File: src/rtl/pca_pkg.sv
// Package for the point cluster assignment block: sizes, field widths, codes,
// the controller/datapath command and status structs and the store address function.
// Depends on nothing.
`default_nettype none

package pca_pkg;

    // Table geometry.
    localparam int MAX_CLUSTERS       = 128;
    localparam int POINTS_PER_CLUSTER = 128;
    localparam int STORE_DEPTH        = MAX_CLUSTERS * POINTS_PER_CLUSTER;

    localparam int CL_W   = (MAX_CLUSTERS > 1) ? $clog2(MAX_CLUSTERS) : 1;
    localparam int CC_W   = $clog2(MAX_CLUSTERS + 1);
    localparam int SLOT_W = $clog2(POINTS_PER_CLUSTER);
    localparam int CNT_W  = $clog2(POINTS_PER_CLUSTER + 1);
    localparam int ADDR_W = $clog2(STORE_DEPTH);

    // Field widths.
    localparam int COORD_W = 16;
    localparam int COLOR_W = 2;
    localparam int TAG_W   = 9;
    localparam int IDX_W   = 7;
    localparam int OUTC_W  = 2;
    localparam int CFG_W   = 32;
    localparam int PT_W    = 2 * COORD_W + TAG_W;

    localparam logic [CFG_W-1:0] JOIN_DIST_SQ_RESET = 32'd10000;

    // Input commands.
    localparam logic CMD_ADD   = 1'b0;
    localparam logic CMD_CLEAR = 1'b1;

    // Result outcome codes.
    localparam logic [OUTC_W-1:0] OUTC_JOINED  = 2'd0;
    localparam logic [OUTC_W-1:0] OUTC_OPENED  = 2'd1;
    localparam logic [OUTC_W-1:0] OUTC_DROPPED = 2'd2;
    localparam logic [OUTC_W-1:0] OUTC_CLEARED = 2'd3;

    // Commands from the controller to the datapath.
    typedef struct packed {
        logic load;      // capture the accepted transaction, restart at cluster 0
        logic cnt_rd;    // read the point count of the current cluster
        logic cnt_take;  // latch that count, restart the slot counter
        logic issue;     // read the next stored point of the current cluster
        logic next;      // move on to the next cluster
        logic do_join;   // store the point in the current cluster
        logic do_open;   // open a new cluster with the point
        logic do_drop;   // report a dropped point
        logic do_clear;  // empty the table
    } t_cmd;

    // Status from the datapath to the controller.
    typedef struct packed {
        logic is_clear;    // the captured command is a clear
        logic c_end;       // every existing cluster has been visited
        logic table_full;  // no unused cluster is left
        logic last_issue;  // the slot counter points at the last stored point
        logic pipe_busy;   // distance pipeline still holds reads
        logic found;       // a stored point of the current cluster is near
        logic out_busy;    // the result register cannot take a new result
    } t_status;

    function automatic logic [ADDR_W-1:0] f_store_addr(
        input logic [CL_W-1:0]   cluster,
        input logic [SLOT_W-1:0] slot
    );
        return ADDR_W'(cluster) * ADDR_W'(POINTS_PER_CLUSTER) + ADDR_W'(slot);
    endfunction

endpackage

`default_nettype wire

File: src/rtl/pca_ctrl.sv
// Controller of the point cluster assignment block: the state machine that walks
// the clusters and commands the datapath. Depends on pca_pkg.
`default_nettype none

module pca_ctrl import pca_pkg::*; (
    input  logic    i_clk,
    input  logic    i_rst_n,
    input  logic    i_in_valid,
    output logic    o_in_ready,
    input  t_status i_status,
    output t_cmd    o_cmd
);

    localparam logic [2:0] S_IDLE     = 3'd0;
    localparam logic [2:0] S_CHECK    = 3'd1;
    localparam logic [2:0] S_CNT_WAIT = 3'd2;
    localparam logic [2:0] S_SCAN     = 3'd3;
    localparam logic [2:0] S_DRAIN    = 3'd4;
    localparam logic [2:0] S_JOIN     = 3'd5;

    logic [2:0] r_state, n_state;

    always_comb begin
        n_state    = r_state;
        o_cmd      = '0;
        o_in_ready = 1'b0;
        unique case (r_state)
            S_IDLE: begin
                o_in_ready = 1'b1;
                if (i_in_valid) begin
                    o_cmd.load = 1'b1;
                    n_state    = S_CHECK;
                end
            end
            S_CHECK: begin
                if (i_status.is_clear || i_status.c_end) begin
                    if (!i_status.out_busy) begin
                        priority if (i_status.is_clear) begin
                            o_cmd.do_clear = 1'b1;
                        end else if (i_status.table_full) begin
                            o_cmd.do_drop = 1'b1;
                        end else begin
                            o_cmd.do_open = 1'b1;
                        end
                        n_state = S_IDLE;
                    end
                end else begin
                    o_cmd.cnt_rd = 1'b1;
                    n_state      = S_CNT_WAIT;
                end
            end
            S_CNT_WAIT: begin
                o_cmd.cnt_take = 1'b1;
                n_state        = S_SCAN;
            end
            S_SCAN: begin
                if (i_status.found) begin
                    n_state = S_DRAIN;
                end else begin
                    o_cmd.issue = 1'b1;
                    if (i_status.last_issue) begin
                        n_state = S_DRAIN;
                    end
                end
            end
            S_DRAIN: begin
                if (!i_status.pipe_busy) begin
                    if (i_status.found) begin
                        n_state = S_JOIN;
                    end else begin
                        o_cmd.next = 1'b1;
                        n_state    = S_CHECK;
                    end
                end
            end
            S_JOIN: begin
                if (!i_status.out_busy) begin
                    o_cmd.do_join = 1'b1;
                    n_state       = S_IDLE;
                end
            end
            default: begin
                n_state = S_IDLE;
            end
        endcase
    end

    always_ff @(posedge i_clk) begin
        if (!i_rst_n) begin
            r_state <= S_IDLE;
        end else begin
            r_state <= n_state;
        end
    end

    a_join_needs_hit: assert property (@(posedge i_clk) disable iff (!i_rst_n)
        o_cmd.do_join |-> i_status.found && !i_status.pipe_busy)
        else $error("join commanded without a settled near point");

    a_next_only_on_miss: assert property (@(posedge i_clk) disable iff (!i_rst_n)
        o_cmd.next |-> !i_status.found && !i_status.pipe_busy)
        else $error("moved past a cluster before its scan settled");

endmodule

`default_nettype wire
File: config.mk
export PLATFORM = sky130hd
export DESIGN_NAME = pca_ctrl
export DESIGN_NICKNAME = d
export VERILOG_FILES = /design/src/rtl/pca_pkg.sv /design/src/rtl/pca_ctrl.sv
export SDC_FILE = /design/constraint.sdc
export NUM_CORES = 1
export LEC_CHECK = 0
export BUFFER_PORTS_ARGS = -buffer_cell sky130_fd_sc_hd__buf_2
export CAP_MARGIN = 20
export CORE_AREA = 5 5 42 44
export DETAILED_ROUTE_END_ITERATION = 6
export DIE_AREA = 0 0 47 49
export SETUP_SLACK_MARGIN = 0.02
export SLEW_MARGIN = 20
export SYNTH_ARGS = -nofsm -noshare
export SYNTH_HDL_FRONTEND = slang
export SYNTH_SLANG_ARGS = --single-unit
File: constraint.sdc
create_clock -name i_clk -period 1.05 [get_ports i_clk]
set_input_delay 0.0525 -clock i_clk [delete_from_list [all_inputs] [get_ports i_clk]]
set_output_delay 0.0525 -clock i_clk [all_outputs]
set_load 0.02 [all_outputs]
Word level (Yosys, flattened, before mapping)
Cells that the tools add are included.
Operators by class
  reductions and logical operators: 3
  multipliers: 0
  divide/modulo/power cells: 0
  order comparisons: 0
  multiplexer cells: 27
  equality and inequality tests: 8
  $add $sub $neg: 0
  bitwise operators: 0
  shift-type cells: 0
Operators with widths (number)
  2-to-1 mux 3 bit: 10
  one-hot mux 3 bit (6 select lines): 1
  2-to-1 mux 1 bit: 15
  equality test 3 x 2 -> 1 bit, second input constant: 2
  equality test 3 bit, second input constant: 2
  inequality test 2 bit, second input constant: 2
  equality test 3 x 1 -> 1 bit, second input constant: 1
  logical NOT 3 bit: 1
  inequality test 3 bit, second input constant: 1
  AND reduction 3 bit: 1
  2-to-1 mux 2 bit: 1
  logical OR 1 bit: 1
Storage, ports and cells
  logic and storage cells: 39
  latch bits: 0
  RAM bits: 0
  memories kept: 0
  output and inout bits: 10
  register bits: 3
  ROM bits: 0
  input bits: 10

Longest topological paths before layout
  depth after elaboration: 5
  gate-level depth with buffers: 4
  mapped depth without buffers: 3

Worst setup path before layout
Ideal clock, no wire load.
  path type: reg-to-output
  start point: reg r_state[0]
  end point: out o_cmd[8] (netlist bit)
  setup slack: -0.334 ns
  cell stages (with the launch flop): 4
  arrival: 1.331 ns
  data required time: 0.998 ns
  buffers on the path: 1
  cells stage by stage: dfxtp_1 -> buf_2 -> nor3_1 -> and2_1
RTL lines
  start: declaration: line pca_ctrl.sv:21  | logic [2:0] r_state, n_state;
  start signal: assignment: line pca_ctrl.sv:92  | r_state <= n_state;
  end: declaration: line pca_ctrl.sv:11  | output t_cmd o_cmd

==> out/results.ini <==
[status]
status = complete, but fails checks
violations = negative setup slack

[place]
port_buffers = 19
pre_cts_ws_ns = -0.0867
gp_congestion = 0.835
placed_cell_area_um2 = 467
hpwl_um = 803

[setup_path]
worstPathRequired_ns = 1.00
r2r-start = r_state[0]
reg2reg_slack_ns = -0.15
worstPathCellList = buf_6 -> nor3_4 -> and2_4 -> buf_6
cp_top_family = flip-flops
critPathKind = flop to output port
reg2regPathDepth = 3
crit_path_max_incr_delay_ns = 0.36
end_kind = output port
critPathBufInv = 2
critPathSlowestCell = dfxtp_4
r2r_end = r_state[0]
worst_path_most_repeated_cell = buf_6
start_kind = flop
crit_fanout = 5
worstPathArrival_ns = 1.19

[power]
p_leak_uw = 0.000292
p_per_area_nw_per_um2 = 841
vdd_drop_max_uv = 356

[min_path]
worstHoldEndpoint = r_state[1]
hold_start = i_rst_n
worstHoldPathType = primary input to flop
hold_depth = 3

[sta]
hold_violations = 0
final-setup-viol-count = 13
finalClockSkew_ns = 0.00307
drv_slew = 0
fin_crit_sh_pct = 118
maxSlewHeadroom_pct = 81.8
rsz0062_at_grt = true
fin_crit_ns = 1.24
fmax_mhz = 807
hold_ws_ns = 0.107
timing.final.ws_setup_ns = -0.190
worst_slew_pin_slew_ns = 0.271

[synthesis]
synth-edff-count = 0
syn_area_um2 = 295
yosysWarnings = 0
netlist_instances = 41
yosysUniqueCellTypes = 27
seq_area_frac_synth_pct = 20.3
async_flop_share_pct = 0
synth_fp_nets = 51
synth_seq_cells = 3
avgSynthCellArea_um2 = 7.20
synth_ff_type = dfxtp_1

[global_route]
grt_pass1_wl_mm = 1.80
grt_pass1_vias = 426
grtUsageTotal_pct = 10.9
grt_max_degree = 9
antenna_found_initial = 0
grt.overflow.total = 0

[floorplan]
die-area_um2 = 2300
coreArea_um2 = 1400
ios = 20
start_util_pct = 21.1
dieHeight_um = 49
die_w_um = 47
rows = 14

[clock_tree]
clock_sinks = 3
cts_tree = built
cts_buffers = 3
ctsHtreeMaxLevel = 1
clk_pin_slew_ns = 0.04
root_buffer = clkbuf_4
clk_latency_ns = 0.24
clockBufferDepth = 2

[finish]
drive_above_1_share_pct = 71.8
nets = 82
top_register = r_state
fin_area_um2 = 672
n_antenna_cell = 0
area_delta_synth_final_pct = 128
reg_top3 = r_state x3
largest_register_ffs = 3
fillers = 137
final_cell_mix = 14 x buf_6, 9 x buf_2, 6 x buf_4
layout_commonest_cell = buf_6

[drt]
postRouteAntennaNets = 0
drt_pass1_iterations = 2
wl_per_cell_um = 14.4
drc = 0
vias_per_cell = 5.03
finalWirelength_mm = 1.25
dr.first_iter.drc_count = 2
vias = 438

[job]
cap_violations = 0

[worst reg2reg max path: cells and delay by family (launching register included)]
family | cells | cell delay (ns)
compound gates | 1 | 0.09
flops | 1 | 0.35
simple gates | 2 | 0.64
[area by class of cell]
type	count	area, um^2	share of cell area, %
multi-input cells	33	297	44.1
repair buffers	29	248	36.9
flip-flops and latches	3	71.3	10.6
clock buffers	4	26.3	3.91
well taps	16	20.0	2.98
inverters	2	10.0	1.49
[what timing repair did]
| item | 4_1_cts | 5_1_grt |
|---|---|---|
| resized for setup | 33 | 12 |
| buffers inserted | 1 | 2 |
| hold buffers | 0 | 0 |
| setup endpoints to repair | 13 | 13 |
| pin swaps | 7 | 4 |
[cells by family after synthesis]
kind of cell,synth area share [%]
compound gates,14.8
buf+inv,8.48
flops,20.3
mux,3.39
simple gates,53.0
[power breakdown]
group / switching (uW) / total, uW / internal (uW)
clock network: 67.6 / 211 / 143
registers: 10.3 / 129 / 119
logic: 108 / 225 / 117
total: 186 / 565 / 379
[worst max-delay path by stage]
stage                           from         end  slack (ns)  depth (start not counted)
final                     r_state[1]    o_cmd[8]       -0.19                          4
after global routing      r_state[0]    o_cmd[4]       -0.29                          5
after CTS                 r_state[1]    o_cmd[8]       -0.17                          4
after global placement    r_state[1]  r_state[0]       -0.09                          3
after detailed placement  r_state[0]  r_state[0]       -0.09                          3
after floorplan           r_state[0]    o_cmd[8]       -0.13                          3
[cell usage after synthesis (2+ instances only)]
master | number | area share [%]
nand2_1 | 2 | 2.5
buf_2 | 2 | 3.4
nand3_1 | 2 | 3.4
nor3b_1 | 2 | 5.1
nor2_1 | 4 | 5.1
nor3_1 | 4 | 6.8
dfxtp_1 | 3 | 20
o21ai_0 | 2 | 3.4
inv_1 | 2 | 2.5
[stage by stage]
stage	total power [uW]	util [%]	TNS, ns	std cells
2_1_floorplan	217	-	-0.160	41
3_3_place_gp	283	33.3	-0.319	80
3_5_place_dp	286	33.3	-0.322	80
4_1_cts	544	44.0	-1.58	85
5_1_grt	596	47.9	-2.43	87
6_report	565	47.9	-1.77	87
[per-layer routing]
| metal | routed length [um] | vias up | GRT usage (%) |
|---|---|---|---|
| li1 | - | 211 | - |
| met1 | 469 | 199 | 12.9 |
| met2 | 609 | 22 | 14.7 |
| met3 | 115 | 6 | 3.69 |
| met4 | 56 | 0 | 9.68 |
| met5 | 0 | - | 0 |
(Power assumes the default switching activity.)
